[src/design/hrr_pkg.sv]
// Package for the hashed random range generator: field widths, hash constants,
// operation and work codes, and the request, result and work item structs.
// No dependencies.
package hrr_pkg;

   localparam int HASH_W = 32;
   localparam int THR_W = 14;
   localparam int OP_W = 2;

   localparam int HRR_QUEUE_DEPTH = 4;

   localparam logic [HASH_W-1:0] HASH_XOR = 32'd61;
   localparam int HASH_SHIFT_A = 16;
   localparam int HASH_SHIFT_B = 4;
   localparam int HASH_SHIFT_C = 15;
   localparam int HASH_MUL9_SHIFT = 3;
   localparam logic [HASH_W-1:0] HASH_MUL = 32'd668265261;

   localparam logic [HASH_W-1:0] PROB_SCALE = 32'd10000;
   localparam logic [HASH_W-1:0] PROB_SPAN = PROB_SCALE + 32'd1;

   typedef enum logic [OP_W-1:0] {
      OP_RAW = 2'd0,
      OP_RANGE = 2'd1,
      OP_PROB = 2'd2
   } op_type;

   typedef enum logic [1:0] {
      WM_BYPASS,
      WM_REDUCE,
      WM_PROB
   } work_mode_type;

   typedef struct packed {
      logic [OP_W-1:0] operation;
      logic [HASH_W-1:0] seed;
      logic [HASH_W-1:0] range_min;
      logic [HASH_W-1:0] range_max;
      logic [THR_W-1:0] threshold;
   } req_type;

   typedef struct packed {
      logic [HASH_W-1:0] value;
      logic hit;
   } rsp_type;

   typedef struct packed {
      work_mode_type mode;
      logic [HASH_W-1:0] hash;
      logic [HASH_W-1:0] divisor;
      logic [HASH_W-1:0] addend;
      logic [THR_W-1:0] threshold;
   } work_type;

   typedef struct packed {
      work_type work;
      logic [HASH_W-1:0] rem;
   } div_type;

endpackage

[src/design/hrr_front.sv]
// Front end: accepts requests, runs the three-stage hash pipeline and
// classifies each request into a work item. Depends on hrr_pkg.
module hrr_front
   import hrr_pkg::*;
(
   input  logic clock,
   input  logic reset,
   input  logic req_push,
   output logic req_full,
   input  req_type req_data,
   input  logic q_full,
   output logic q_push,
   output work_type q_data
);

   logic v1_ff, v2_ff, v3_ff;
   work_type s1_ff, s2_ff, s3_ff;
   work_type s1_in, s2_in, s3_in;
   logic adv;
   logic [HASH_W-1:0] mix;
   logic [HASH_W-1:0] span;
   logic [HASH_W-1:0] h2;

   assign adv = !v3_ff || !q_full;
   assign req_full = !adv;
   assign q_push = v3_ff && !q_full;
   assign q_data = s3_ff;

   always_comb begin
      mix = (req_data.seed ^ HASH_XOR) ^ (req_data.seed >> HASH_SHIFT_A);
      span = req_data.range_max - req_data.range_min + 32'd1;
      s1_in.hash = mix + (mix << HASH_MUL9_SHIFT);
      s1_in.threshold = req_data.threshold;
      case (req_data.operation)
         OP_RANGE: begin
            s1_in.addend = req_data.range_min;
            if (span == '0) begin
               s1_in.mode = WM_BYPASS;
               s1_in.divisor = 32'd1;
            end else begin
               s1_in.mode = WM_REDUCE;
               s1_in.divisor = span;
            end
         end
         OP_PROB: begin
            s1_in.mode = WM_PROB;
            s1_in.divisor = PROB_SPAN;
            s1_in.addend = '0;
         end
         default: begin
            s1_in.mode = WM_BYPASS;
            s1_in.divisor = 32'd1;
            s1_in.addend = '0;
         end
      endcase
   end

   always_comb begin
      h2 = s1_ff.hash ^ (s1_ff.hash >> HASH_SHIFT_B);
      s2_in = s1_ff;
      s2_in.hash = h2 * HASH_MUL;
   end

   always_comb begin
      s3_in = s2_ff;
      s3_in.hash = s2_ff.hash ^ (s2_ff.hash >> HASH_SHIFT_C);
   end

   always_ff @(posedge clock) begin
      if (reset) begin
         v1_ff <= 1'b0;
         v2_ff <= 1'b0;
         v3_ff <= 1'b0;
      end else if (adv) begin
         v1_ff <= req_push;
         v2_ff <= v1_ff;
         v3_ff <= v2_ff;
      end
   end

   always_ff @(posedge clock) begin
      if (adv) begin
         s1_ff <= s1_in;
         s2_ff <= s2_in;
         s3_ff <= s3_in;
      end
   end

   a_front_advance: assert property (@(posedge clock) disable iff (reset)
      (adv && v1_ff) |=> v2_ff)
      else $error("hash pipeline dropped an item");

endmodule

[config.mk]
export PLATFORM = sky130hd
export DESIGN_NAME = hrr_front
export DESIGN_NICKNAME = d
export VERILOG_FILES = /design/src/design/hrr_pkg.sv /design/src/design/hrr_front.sv
export SDC_FILE = /design/constraint.sdc
export NUM_CORES = 1
export LEC_CHECK = 0
export BUFFER_PORTS_ARGS = -buffer_cell sky130_fd_sc_hd__clkbuf_2
export CAP_MARGIN = 20
export CELL_PAD_IN_SITES_DETAIL_PLACEMENT = 1
export CELL_PAD_IN_SITES_GLOBAL_PLACEMENT = 1
export CORE_UTILIZATION = 54
export CTS_CLUSTER_DIAMETER = 150
export CTS_CLUSTER_SIZE = 30
export DETAILED_ROUTE_END_ITERATION = 10
export PLACE_DENSITY = 0.93
export SKIP_LAST_GASP = 1
export SLEW_MARGIN = 0
export SYNTH_ARGS = -nofsm -noshare
export SYNTH_HDL_FRONTEND = slang
export SYNTH_SLANG_ARGS = --single-unit
[constraint.sdc]
create_clock -name clock -period 23.9 [get_ports clock]
set_input_delay 4.78 -clock clock [delete_from_list [all_inputs] [get_ports clock]]
set_output_delay 4.78 -clock clock [all_outputs]
set_load 0.02 [all_outputs]
Word-level counts from Yosys, hierarchy flattened --
Index checks and enable logic that the tools add are counted.
Storage, ports and cells: bits in registers 339, bits of input ports 116, output and inout port bits 114, logic and storage cells 38
Cells by class: add/sub/neg operators 3, multipliers 1, equal/unequal tests 2, muxes and demuxes 4, bitwise gates (word level) 4, reduce and logical (&&, ||, !) cells 6
Operator list (count):
- $pmux 64 s2 | 1
- $add 32x1->32 const B | 1
- $add 32x32->32 | 1
- $logic_not 32->1 | 1
- $mul 32x30->32 const B | 1
- $mux 32 | 1
- $sub 32x32->32 | 1
- $xor 32x16->32 | 1
- $xor 32x17->32 | 1
- $xor 32x28->32 | 1
- $not 5->5 | 1
- $pmux 2 s2 | 1
- $logic_not 1->1 | 3
- $eq 2x1->1 const B | 1
- $eq 2x2->1 const B | 1
- $logic_and 1x1->1 | 1
- $logic_or 1x1->1 | 1
- $mux 1 | 1

Longest topological paths before layout --
depth after elaboration 5, gate-level depth with buffers 26, mapped depth without buffers 26

Least setup slack after synthesis --
OpenSTA, ideal clock, no wires.
kind input -> output, from input port q_full, to output port req_full, data arrival time 13546 ps, required time 19120 ps, path slack 5574 ps, stages on the path 2, cells stage by stage nand2_1 inv_1
Between the ends: word-level cells in the longest chain between the ends 3
RTL lines:
- start: declaration | line hrr_front.sv:11 | input logic q_full,
- $logic_not 1->1 | line hrr_front.sv:24 | assign adv = !v3_ff || !q_full;
- $logic_or 1x1->1 | line hrr_front.sv:24
- $logic_not 1->1 | line hrr_front.sv:25 | assign req_full = !adv;
- end: declaration | line hrr_front.sv:9 | output logic req_full,
No other way between the ends.

Worst setup path after layout --
Ends and elaborated chain as after synthesis.

==> summary.md <==
| Metric | Value |
|---|---|
| Crit path top cell by count | `clkbuf_2` |
| Clock Latency Late Sink | `about 0.55 ns` |
| Layout area overhead | `9.90%` |
| Cell count after synthesis | `~1,900` |
| CTS tree | `built` |
| Hold depth | `0` |
| Setup tns final | `0 ns` |
| Final GP Congestion | `about 0.93` |
| Max_cap viols | `0` |
| Register Area | `0.0101 mm2` |
| FF+latch count, synth | `~340` |
| Die area | `~0.045 mm2` |
| Post-Syn Nets | `~2,500` |
| HP Class | `flop to flop` |
| Hold_buf cts | `0` |
| CORE AREA | `between 0.04 and 0.05 mm2` |
| Worst Setup Start Kind | `input port` |
| DIE WIDTH | `211 um` |
| Iter 0 DRT Violations | `between 900 and 1,000` |
| Total wire length | `approximately 64,000 um` |
| Pin count of the biggest net entering global routing | `87` |
| Final setup violation count | `0` |
| Sequential element share of the synthesized area | `between 40 and 50%` |
| Multi-input gate area | `~0.012 mm2` |
| Wire per inst | `23.6 um` |
| Asr flop ratio synth | `0%` |
| Antenna Nets Post-Route | `0` |
| Final Util | `60.2%` |
| I/O pins | `230` |
| Critical path arrival | `approximately 5.3 ns` |
| Slew @ Worst Pin | `1.08 ns` |
| Top sig layer | `met4` |
| Crit path max fanout | `11` |
| RSZ-0062 raised after global routing | `false` |
| Nets | `between 2,000 and 3,000` |
| # rows | `76` |
| EDFF count, synth | `approximately 340` |
| IO buf count | `~230` |
| Commonest non-fill, non-tap cell in the layout | `inv_1` |
| Most used DFF post-synth | `edfxtp_1` |
| Clock root buffer | `clkbuf_16` |
| Endpoints failing hold | `0` |
| Clock Path Buffers | `3` |
| Remaining DRCs | `0` |
| Area leader, netlist | `edfxtp_1` |
| Fillers | `~4,500` |
| DR pass1 iterations | `8` |
| DR vias/cell | `between 5 and 6` |
| Global-route usage over all layers | `between 20% and 30%` |
| Critical path class | `input port to output port` |
| Clk pin slew, worst setup/hold paths | `~0.12 ns` |
| Detailed Place HPWL | `around 53,000 um` |
| Vias in the first global route | `around 17,000` |
| Min Tclk post-route | `just over 10 ns` |
| Crit. End Element | `output port` |
| Placed Cells | `approximately 2,700` |
| Critical path, cell by cell | `clkbuf_2, nand2_4, inv_1, clkbuf_2` |
| Synthesized area per cell | `roughly 13 um2` |
| Die height | `211 um` |
| Initial antenna violation count | `0` |
| Final slew viol count | `0` |
| Clock Sinks | `~340` |
| Post-CTS setup repair buffer count | `0` |
| Met1 Wirelength | `between 20,000 and 25,000 um` |
| Max-slew headroom | `27.7%` |
| CP Data Required Time | `between 15 and 20 ns` |
| Number of H-tree levels | `1` |
| Share of cells above drive strength 1 | `12.8%` |
| Crit path max-delay cell type | `clkbuf_2` |
| Final period utilization | `a little over two fifths` |
| Synth cell types | `slightly above 60` |
| Wire length on met2 | `~34,000 um` |
| Ranking of synthesized cells by area | `edfxtp_1 (43%), fa_1 (17%), ha_1 (15%)` |
| CP max stage delay | `around 0.19 ns` |
| Post-route insts no fill | `about 2,700` |
| CTS Buf Count | `15` |
| Post-CTS Resized | `0` |
| Vias after detailed routing | `15,300` |
| Initial Util | `between 50% and 60%` |
| Synth warn | `0` |
| GRT overflow | `0` |
| Worst r2r path cells | `24` |
| Commonest cells after routing, fill and taps aside | `inv_1 (374), edfxtp_1 (336), ha_1 (275), clkbuf_2 (229), fa_1 (200)` |
| Max Clock Freq | `0.0989 GHz` |
| Status | `complete, no violations` |
| Cell Area, Synth | `0.0237 mm2` |
| Top cell type's share of synthesized area | `approximately 43%` |
| First-pass GRT wire length | `97,900 um` |
| WL met3 | `about 3100 um` |
| Final setup skew | `0.0244 ns` |
==> cells in the mapped netlist, types with 3 or more instances <==
library cell  count
o211a_1           4
a221oi_1          4
nand3_1          20
nor2_1           49
or3_1            10
xor2_1           78
o211ai_1         10
o2bb2ai_1         3
and3_1           20
o2111ai_1         4
o31a_1            3
nand4_1           5
inv_1           374
nor3b_1           4
ha_1            275
clkbuf_1         13
edfxtp_1        336
nand2b_1         10
and2_1           47
dfxtp_1           3
xnor2_1         102
o21bai_1         13
a21o_1           34
o21a_1            9
a211oi_1         12
fa_1            200
o21ai_0          43
a31oi_1           4
and3b_1           3
or2_2             6
a21boi_0          4
and4_1            5
a21oi_1          69
or4_1             3
nand2_1          42
nor2b_1          12
nor3_1           15
==> through the flow <==
| step | area (um2) | hold slack [ns] | worst slack, ns |
|---|---|---|---|
| 6_report | 26000 | 0.427 | 13.79 |
| 5_1_grt | 26000 | 0.426 | 13.75 |
| 4_1_cts | 26000 | 0.425 | 13.78 |
| 3_5_place_dp | 25500 | 0.406 | 13.79 |
| 3_3_place_gp | 25500 | 0.401 | 13.82 |
| 2_1_floorplan | 23700 | 0.400 | 5.57 |
==> final timing paths <==
kind         startpoint    endpoint  slack [ns]
max              q_full    req_full       13.79
min           s1_ff[55]   s2_ff[55]        0.43
max reg2reg   s1_ff[86]  s2_ff[108]       15.23
min reg2reg   s1_ff[55]   s2_ff[55]        0.43
==> flip-flops by register name (all words and copies together), names as in the netlist <==
| signal | flops |
|---|---|
| s1_ff | 112 |
| s2_ff | 112 |
| v1_ff | 1 |
| v3_ff | 1 |
| q_data | 112 |
| v2_ff | 1 |
==> cell families after synthesis <==
kind of cell / synth area share [%]
adders and majority gates: 31.5
muxes: 0.0846
and+or+nand+nor: 5.85
xor gates and xnor gates: 6.67
AOI/OAI and AO/OA: 6.78
buffers and inverters: 6.24
DFF: 42.9
==> layer usage <==
layer  global-route usage (%)  vias to the layer above
li1                         -                     6854
met1                     33.4                     7751
met2                     54.0                      536
met3                     4.16                      172
met4                     13.8                        0
met5                        0                        -
==> area by class of cell <==
type                            instances  share of cell area, %
Sequential cell                       339                   39.0
Clock buffer                           21                   1.53
Tap cell                              585                   2.82
Multi-Input combinational cell       1155                   46.3
Inverter                              374                   5.40
Antenna cell                            1                0.00963
Clock inverter                          3                  0.226
Timing Repair Buffer                  238                   4.67
==> worst max-delay path, delay by kind of cell <==
family	cells	cell delay [ns]
buffers and inverters	3	0.45
and+or+nand+nor	1	0.10
Power is left out: the tool's default activity adds up to more than one toggle a clock period on the data nets, which glitch-free logic cannot reach.
