File: src/design/hrr_pkg.sv
// Package for the hashed random range generator: field widths, hash constants,
// operation and work codes, and the request, result and work item structs.
// No dependencies.
package hrr_pkg;

   localparam int HASH_W = 32;
   localparam int THR_W = 14;
   localparam int OP_W = 2;

   localparam int HRR_QUEUE_DEPTH = 4;

   localparam logic [HASH_W-1:0] HASH_XOR = 32'd61;
   localparam int HASH_SHIFT_A = 16;
   localparam int HASH_SHIFT_B = 4;
   localparam int HASH_SHIFT_C = 15;
   localparam int HASH_MUL9_SHIFT = 3;
   localparam logic [HASH_W-1:0] HASH_MUL = 32'd668265261;

   localparam logic [HASH_W-1:0] PROB_SCALE = 32'd10000;
   localparam logic [HASH_W-1:0] PROB_SPAN = PROB_SCALE + 32'd1;

   typedef enum logic [OP_W-1:0] {
      OP_RAW = 2'd0,
      OP_RANGE = 2'd1,
      OP_PROB = 2'd2
   } op_type;

   typedef enum logic [1:0] {
      WM_BYPASS,
      WM_REDUCE,
      WM_PROB
   } work_mode_type;

   typedef struct packed {
      logic [OP_W-1:0] operation;
      logic [HASH_W-1:0] seed;
      logic [HASH_W-1:0] range_min;
      logic [HASH_W-1:0] range_max;
      logic [THR_W-1:0] threshold;
   } req_type;

   typedef struct packed {
      logic [HASH_W-1:0] value;
      logic hit;
   } rsp_type;

   typedef struct packed {
      work_mode_type mode;
      logic [HASH_W-1:0] hash;
      logic [HASH_W-1:0] divisor;
      logic [HASH_W-1:0] addend;
      logic [THR_W-1:0] threshold;
   } work_type;

   typedef struct packed {
      work_type work;
      logic [HASH_W-1:0] rem;
   } div_type;

endpackage

File: src/design/hrr_queue.sv
// Short register queue of work items between the front and back ends.
// Depends on hrr_pkg.
module hrr_queue
   import hrr_pkg::*;
#(
   parameter int Depth = HRR_QUEUE_DEPTH
) (
   input  logic clock,
   input  logic reset,
   input  logic push,
   input  work_type push_data,
   output logic full,
   input  logic pop,
   output work_type pop_data,
   output logic empty
);

   localparam int PtrW = $clog2(Depth);
   localparam int CountW = $clog2(Depth + 1);

   work_type entry_ff [Depth];
   logic [PtrW-1:0] wr_ptr_ff, wr_ptr_in;
   logic [PtrW-1:0] rd_ptr_ff, rd_ptr_in;
   logic [CountW-1:0] count_ff, count_in;
   logic do_push, do_pop;

   assign full = (count_ff == CountW'(Depth));
   assign empty = (count_ff == '0);
   assign do_push = push && !full;
   assign do_pop = pop && !empty;
   assign pop_data = entry_ff[rd_ptr_ff];

   always_comb begin
      wr_ptr_in = wr_ptr_ff;
      rd_ptr_in = rd_ptr_ff;
      count_in = count_ff;
      if (do_push) begin
         wr_ptr_in = (wr_ptr_ff == PtrW'(Depth - 1)) ? '0 : wr_ptr_ff + 1'b1;
      end
      if (do_pop) begin
         rd_ptr_in = (rd_ptr_ff == PtrW'(Depth - 1)) ? '0 : rd_ptr_ff + 1'b1;
      end
      if (do_push && !do_pop) begin
         count_in = count_ff + 1'b1;
      end else if (do_pop && !do_push) begin
         count_in = count_ff - 1'b1;
      end
   end

   always_ff @(posedge clock) begin
      if (reset) begin
         wr_ptr_ff <= '0;
         rd_ptr_ff <= '0;
         count_ff <= '0;
      end else begin
         wr_ptr_ff <= wr_ptr_in;
         rd_ptr_ff <= rd_ptr_in;
         count_ff <= count_in;
      end
   end

   always_ff @(posedge clock) begin
      if (do_push) begin
         entry_ff[wr_ptr_ff] <= push_data;
      end
   end

   a_count_bound: assert property (@(posedge clock) disable iff (reset)
      count_ff <= CountW'(Depth))
      else $error("work queue count beyond depth");

endmodule

File: config.mk
export PLATFORM = sky130hd
export DESIGN_NAME = hrr_queue
export DESIGN_NICKNAME = d
export VERILOG_FILES = /design/src/design/hrr_pkg.sv /design/src/design/hrr_queue.sv
export SDC_FILE = /design/constraint.sdc
export NUM_CORES = 1
export LEC_CHECK = 0
export BUFFER_PORTS_ARGS = -buffer_cell sky130_fd_sc_hd__buf_2
export CORE_MARGIN = 2
export CORE_UTILIZATION = 40
export CTS_BUF_LIST = sky130_fd_sc_hd__clkbuf_4 sky130_fd_sc_hd__clkbuf_8 sky130_fd_sc_hd__clkbuf_16
export CTS_CLUSTER_DIAMETER = 80
export DETAILED_ROUTE_END_ITERATION = 7
export GPL_TIMING_DRIVEN = 0
export PLACE_DENSITY_LB_ADDON = 0.1
export SLEW_MARGIN = 15
export SYNTH_ARGS = -nofsm -noshare
export SYNTH_HDL_FRONTEND = slang
export SYNTH_SLANG_ARGS = --single-unit
File: constraint.sdc
create_clock -name clock -period 3.49 [get_ports clock]
set_clock_uncertainty 0.05 [all_clocks]
set_input_delay 0.1745 -clock clock [delete_from_list [all_inputs] [get_ports clock]]
set_output_delay 0.1745 -clock clock [all_outputs]
set_load 0.05 [all_outputs]
-- Yosys cells after proc, flatten, opt, wreduce, memory -nomap -nowiden
Memory sizes are Yosys's and may differ from the RTL's. A register that Yosys moved wholly into a read port is not among the register bits.
Cells that the tools add are included.
- memories kept: 1
- register bits after elaboration: 7
- bits in writable memories: 448
- logic and storage cells: 29
- memory list (name ; depth ; bits a word ; rd ports ; clocked after memory_dff ; wr ports ; line ; text):
    entry_ff ; 4 ; 112 ; 1 ; 1 ; 1 ; hrr_queue.sv:21 ; work_type entry_ff [Depth];
- eq/ne operators: 3
- reductions and logical operators: 10
- $add $sub $neg: 4
- multiplexer cells: 8
- operator list (cell ; count):
    two-way mux 2 bit ; 4
    two-way mux 3 bit ; 2
    adder 2 x 1 -> 2 bit (second input constant) ; 2
    == test 2 bit (second input constant) ; 2
    logical AND 1 bit ; 4
    logical NOT 1 bit ; 4
    adder 3 x 1 -> 3 bit (second input constant) ; 1
    == test 3 bit (second input constant) ; 1
    logical NOT 3 bit ; 1
    subtractor 3 x 1 -> 3 bit (second input constant) ; 1
    two-way mux 1 bit ; 2
    nonzero test 2 bit ; 1

-- Logic depth before layout (Yosys ltp)
- depth after elaboration: 7
- mapped depth: 10
- gate-level depth less buffers: 9

-- Least setup slack after synthesis
OpenSTA, ideal clock, no wires.
- path type: reg2reg
- start: register count_ff[0]
- end: memory entry_ff[0][0] in the netlist's numbering (enable)
- required time: 2955 ps
- arrival time: 3309 ps
- stages on the path, launching flop included: 4
- setup time: 485 ps
- clock period less this slack: 3844 ps
- path slack: -354 ps
- cells stage by stage: dfxtp_1 > or3b_1 > buf_2 > and3_1
- word-level cells in the longest chain between the ends: 5
- RTL lines (element ; line ; text):
    from (decl) ; hrr_queue.sv:24 ; logic [CountW-1:0] count_ff, count_in;
    from (signal assigned) ; hrr_queue.sv:58 ; count_ff <= count_in;
    == test 3 bit ; hrr_queue.sv:27 ; assign full = (count_ff == CountW'(Depth));
    logical NOT 1 bit ; hrr_queue.sv:29 ; assign do_push = push && !full;
    logical AND 1 bit ; hrr_queue.sv:29 ;
    two-way mux 1 bit ; hrr_queue.sv:63 ; if (do_push) begin
    two-way mux 1 bit (not written as such) ; hrr_queue.sv:64 ; entry_ff[wr_ptr_ff] <= push_data;
    to (decl) ; hrr_queue.sv:21 ;
No other way between the ends.

==> impl_metrics.env <==
export IMPL_area_delta_synth_final_pct=28.5
export IMPL_row_count=74
export IMPL_cts_buffers=47
export IMPL_post_route_util_pct=52.3
export IMPL_cp_required_ps=3270
export IMPL_ctsResizeCount=0
export IMPL_antenna_found_initial=1
export IMPL_rsz0062_at_grt="no"
export IMPL_synth_adder_area_share_pct=0.569
export IMPL_ant_nets=0
export IMPL_wl_per_cell_um=20.6
export IMPL_fin_crit_ps=2560
export IMPL_worstHoldStart="push_data[89]"
export IMPL_multi_input_area_um2=2810
export IMPL_crit_type="reg2out"
export IMPL_internal_power_w=0.0112
export IMPL_syn_nets=758
export IMPL_setup_violations_final=0
export IMPL_slew_headroom_pct=51.7
export IMPL_grt_pass1_vias=8564
export IMPL_cp_depth=4
export IMPL_r2r_cells=5
export IMPL_synth_compound_area_share_pct=0.269
export IMPL_sw_frac_of_total_pct=32.4
export IMPL_slowest_stage="dfxtp_1"
export IMPL_grt_max_degree=47
export IMPL_cp_data_arrival_time_ps=2340
export IMPL_ys_types=26
export IMPL_powerDensity_nw_per_um2=774
export IMPL_hold_viol=0
export IMPL_ys_warn_count=0
export IMPL_cts_hold_buf=116
export IMPL_synth_top_family_by_area="multiplexers"
export IMPL_register_area_um2=13600
export IMPL_synth_xor_area_share_pct=0.105
export IMPL_clock_sinks=457
export IMPL_r2r_start="count_ff[0]"
export IMPL_cts_tree="done"
export IMPL_die_area_um2=43400
export IMPL_clk_latency_ps=560
export IMPL_path_buf_inv=3
export IMPL_status="finished, final reports clean"
export IMPL_fmax_mhz=390
export IMPL_rrSetupSlack_ps=1080
export IMPL_fin_crit_sh_pct=73.4
export IMPL_fillCellCount=3265
export IMPL_nNetsFinal=1159
export IMPL_final_cells=1606
export IMPL_crit_path_start_kind="flip-flop"
export IMPL_synthMuxAreaShare_pct=15.2
export IMPL_ir_worst_vdd_v=0.000459
export IMPL_synth_simple_area_share_pct=0.509
export IMPL_cellLeakagePower_nw=7.34
export IMPL_num_vias=7795
export IMPL_die_w_um=208
export IMPL_syn_area_um2=16700
export IMPL_dr_pass1_iters=4
export IMPL_hpwl_um=20100
export IMPL_ys_seq_elements=457
export IMPL_fin_hold_ws_ps=307
export IMPL_cpMostUsedCell="buf_2"
export IMPL_routed_wl_um=33100
export IMPL_track_usage_pct=15.4
export IMPL_synth_yosys_seq_area_share_pct=81.6
export IMPL_drcViolationCount=0
export IMPL_ios=230
export IMPL_grt_pass1_wl_um=50700
export IMPL_avgSynthCellArea_um2=26.3
export IMPL_crit_fanout=10
export IMPL_p_seq_share_pct=40.6
export IMPL_dp_cells=1403
export IMPL_viasPerCell=4.85
export IMPL_gp_congestion=0.701
export IMPL_htree_levels=2
export IMPL_p_clk_share_pct=29.7
export IMPL_hold_class="in2reg"
export IMPL_slew_violations=0
export IMPL_cts_post_setup_buffers_inserted=0
export IMPL_crit_family="buffers and inverters"
export IMPL_cpPeakStageDelay_ps=420
export IMPL_max_cap_violations=0
export IMPL_initial_utilization_pct=40.8
export IMPL_path_cells="buf_2 > buf_2 > mux4_2 > buf_2"
export IMPL_portBuffers=228
export IMPL_root_buffer="clkbuf_16"
export IMPL_worst_pin_slew_ps=725
export IMPL_grt_overflow=0
export IMPL_combinationalPowerShare_pct=29.6
export IMPL_p_sw_w=0.00539
export IMPL_synthCells=635
export IMPL_clock_path_buffers=3
export IMPL_core_area_um2=41000
export IMPL_worstHoldPathCells=2
export IMPL_clk_pin_slew_ps=60
export IMPL_cp_end_kind="output port"
export IMPL_drive_above_1_share_pct=42.8
export IMPL_die_h_um=208
export IMPL_drt_iter0_markers=417
==> worst paths after layout <==
| check | endpoint |
|---|---|
| setup / recovery | pop_data[48] |
| hold / removal | entry_ff[0][89] |
| setup reg to reg | entry_ff[3][18] |
| hold reg to reg | rd_ptr_ff[0] |
==> registers in the layout, summed over array words and instances, names as in the netlist, named ones only <==
register   flops
entry_ff     448
count_ff       3
rd_ptr_ff      2
wr_ptr_ff      2
==> placed cells by master, fill, tap and decap left out, types with 2 or more instances in the layout <==
master | Yosys | final
a21oi_1 | 3 | 3
and3_4 | 0 | 4
buf_1 | 3 | 3
buf_12 | 9 | 10
buf_16 | 0 | 7
buf_2 | 10 | 238
buf_4 | 3 | 3
bufinv_16 | 0 | 2
clkbuf_16 | 0 | 49
clkbuf_4 | 0 | 21
clkbuf_8 | 0 | 5
clkinv_1 | 0 | 4
clkinv_2 | 0 | 5
dfxtp_1 | 9 | 9
dlygate4sd3_1 | 0 | 116
edfxtp_1 | 448 | 448
ha_1 | 6 | 6
inv_1 | 4 | 4
mux2i_1 | 2 | 2
mux4_2 | 112 | 112
nand3_1 | 2 | 2
nor2_1 | 4 | 4
nor3_1 | 2 | 2
o21ai_0 | 2 | 2
or3_1 | 2 | 2
xor2_1 | 2 | 2
==> per-stage QoR <==
| step | worst slack (ps) | TNS [ps] | power (W) | cell area (um^2) |
|---|---|---|---|---|
| finish | 927 | 0 | 0.0166 | 21500 |
| global placement | -369 | -146390 | 0.0117 | 18500 |
| floorplan | 915 | 0 | 0.0106 | 16700 |
| detailed placement | 1000 | 0 | 0.0118 | 18800 |
| global route | 805 | 0 | 0.0173 | 21500 |
| CTS | 817 | 0 | 0.0169 | 21500 |
==> synth_stat cells (all sizes together) <==
library cell	number	area [um^2]
or3	2	12.5
buf	26	275
dfxtp	9	180
mux2i	2	20.0
xor2	2	17.5
o21ai	2	10.0
ha	6	75.1
mux4	112	2520
o31ai	2	20.0
edfxtp	448	13500
clkbuf	1	3.75
nor3	2	10.0
nand2	1	3.75
inv	5	18.8
and3	4	25.0
or3b	1	8.76
nor2	4	15.0
nand3	2	10.0
a21oi	3	15.0
fa	1	20.0
==> power groups by stage <==
stage | sequential, W | clock [W] | combinational [W]
after global placement | 0.00692 | 0 | 0.00482
after detailed placement | 0.00687 | 0 | 0.00491
after CTS | 0.00676 | 0.00509 | 0.00503
after floorplan | 0.00685 | 0 | 0.00371
after global routing | 0.00680 | 0.00529 | 0.00519
final | 0.00675 | 0.00494 | 0.00492
==> cell type report <==
type / instances / share of cell area [%]
antenna: 1 / 0.0117
buffer: 27 / 1.30
clock buffer: 75 / 6.77
clock inverter: 11 / 0.466
inverter: 5 / 0.0874
multi-input combinational: 146 / 13.1
sequential: 457 / 63.5
tap: 532 / 3.10
timing repair buffer: 352 / 11.7
==> routing by layer <==
metal | GRT usage, % | part of all wire [%] | vias to the layer above
met5 | 0 | 0 | -
met4 | 4.94 | 1.9 | 0
met3 | 4.18 | 6.3 | 43
met2 | 25.3 | 49 | 181
met1 | 20.2 | 43 | 4010
li1 | - | - | 3561
==> kinds of logic after synthesis <==
kind of cell / after synthesis
simple gates: 16
flops: 457
buf+inv: 32
fa+ha+maj: 7
compound gates: 7
xor+xnor: 2
mux: 114
No activity file was read; power rests on OpenSTA's default activity.
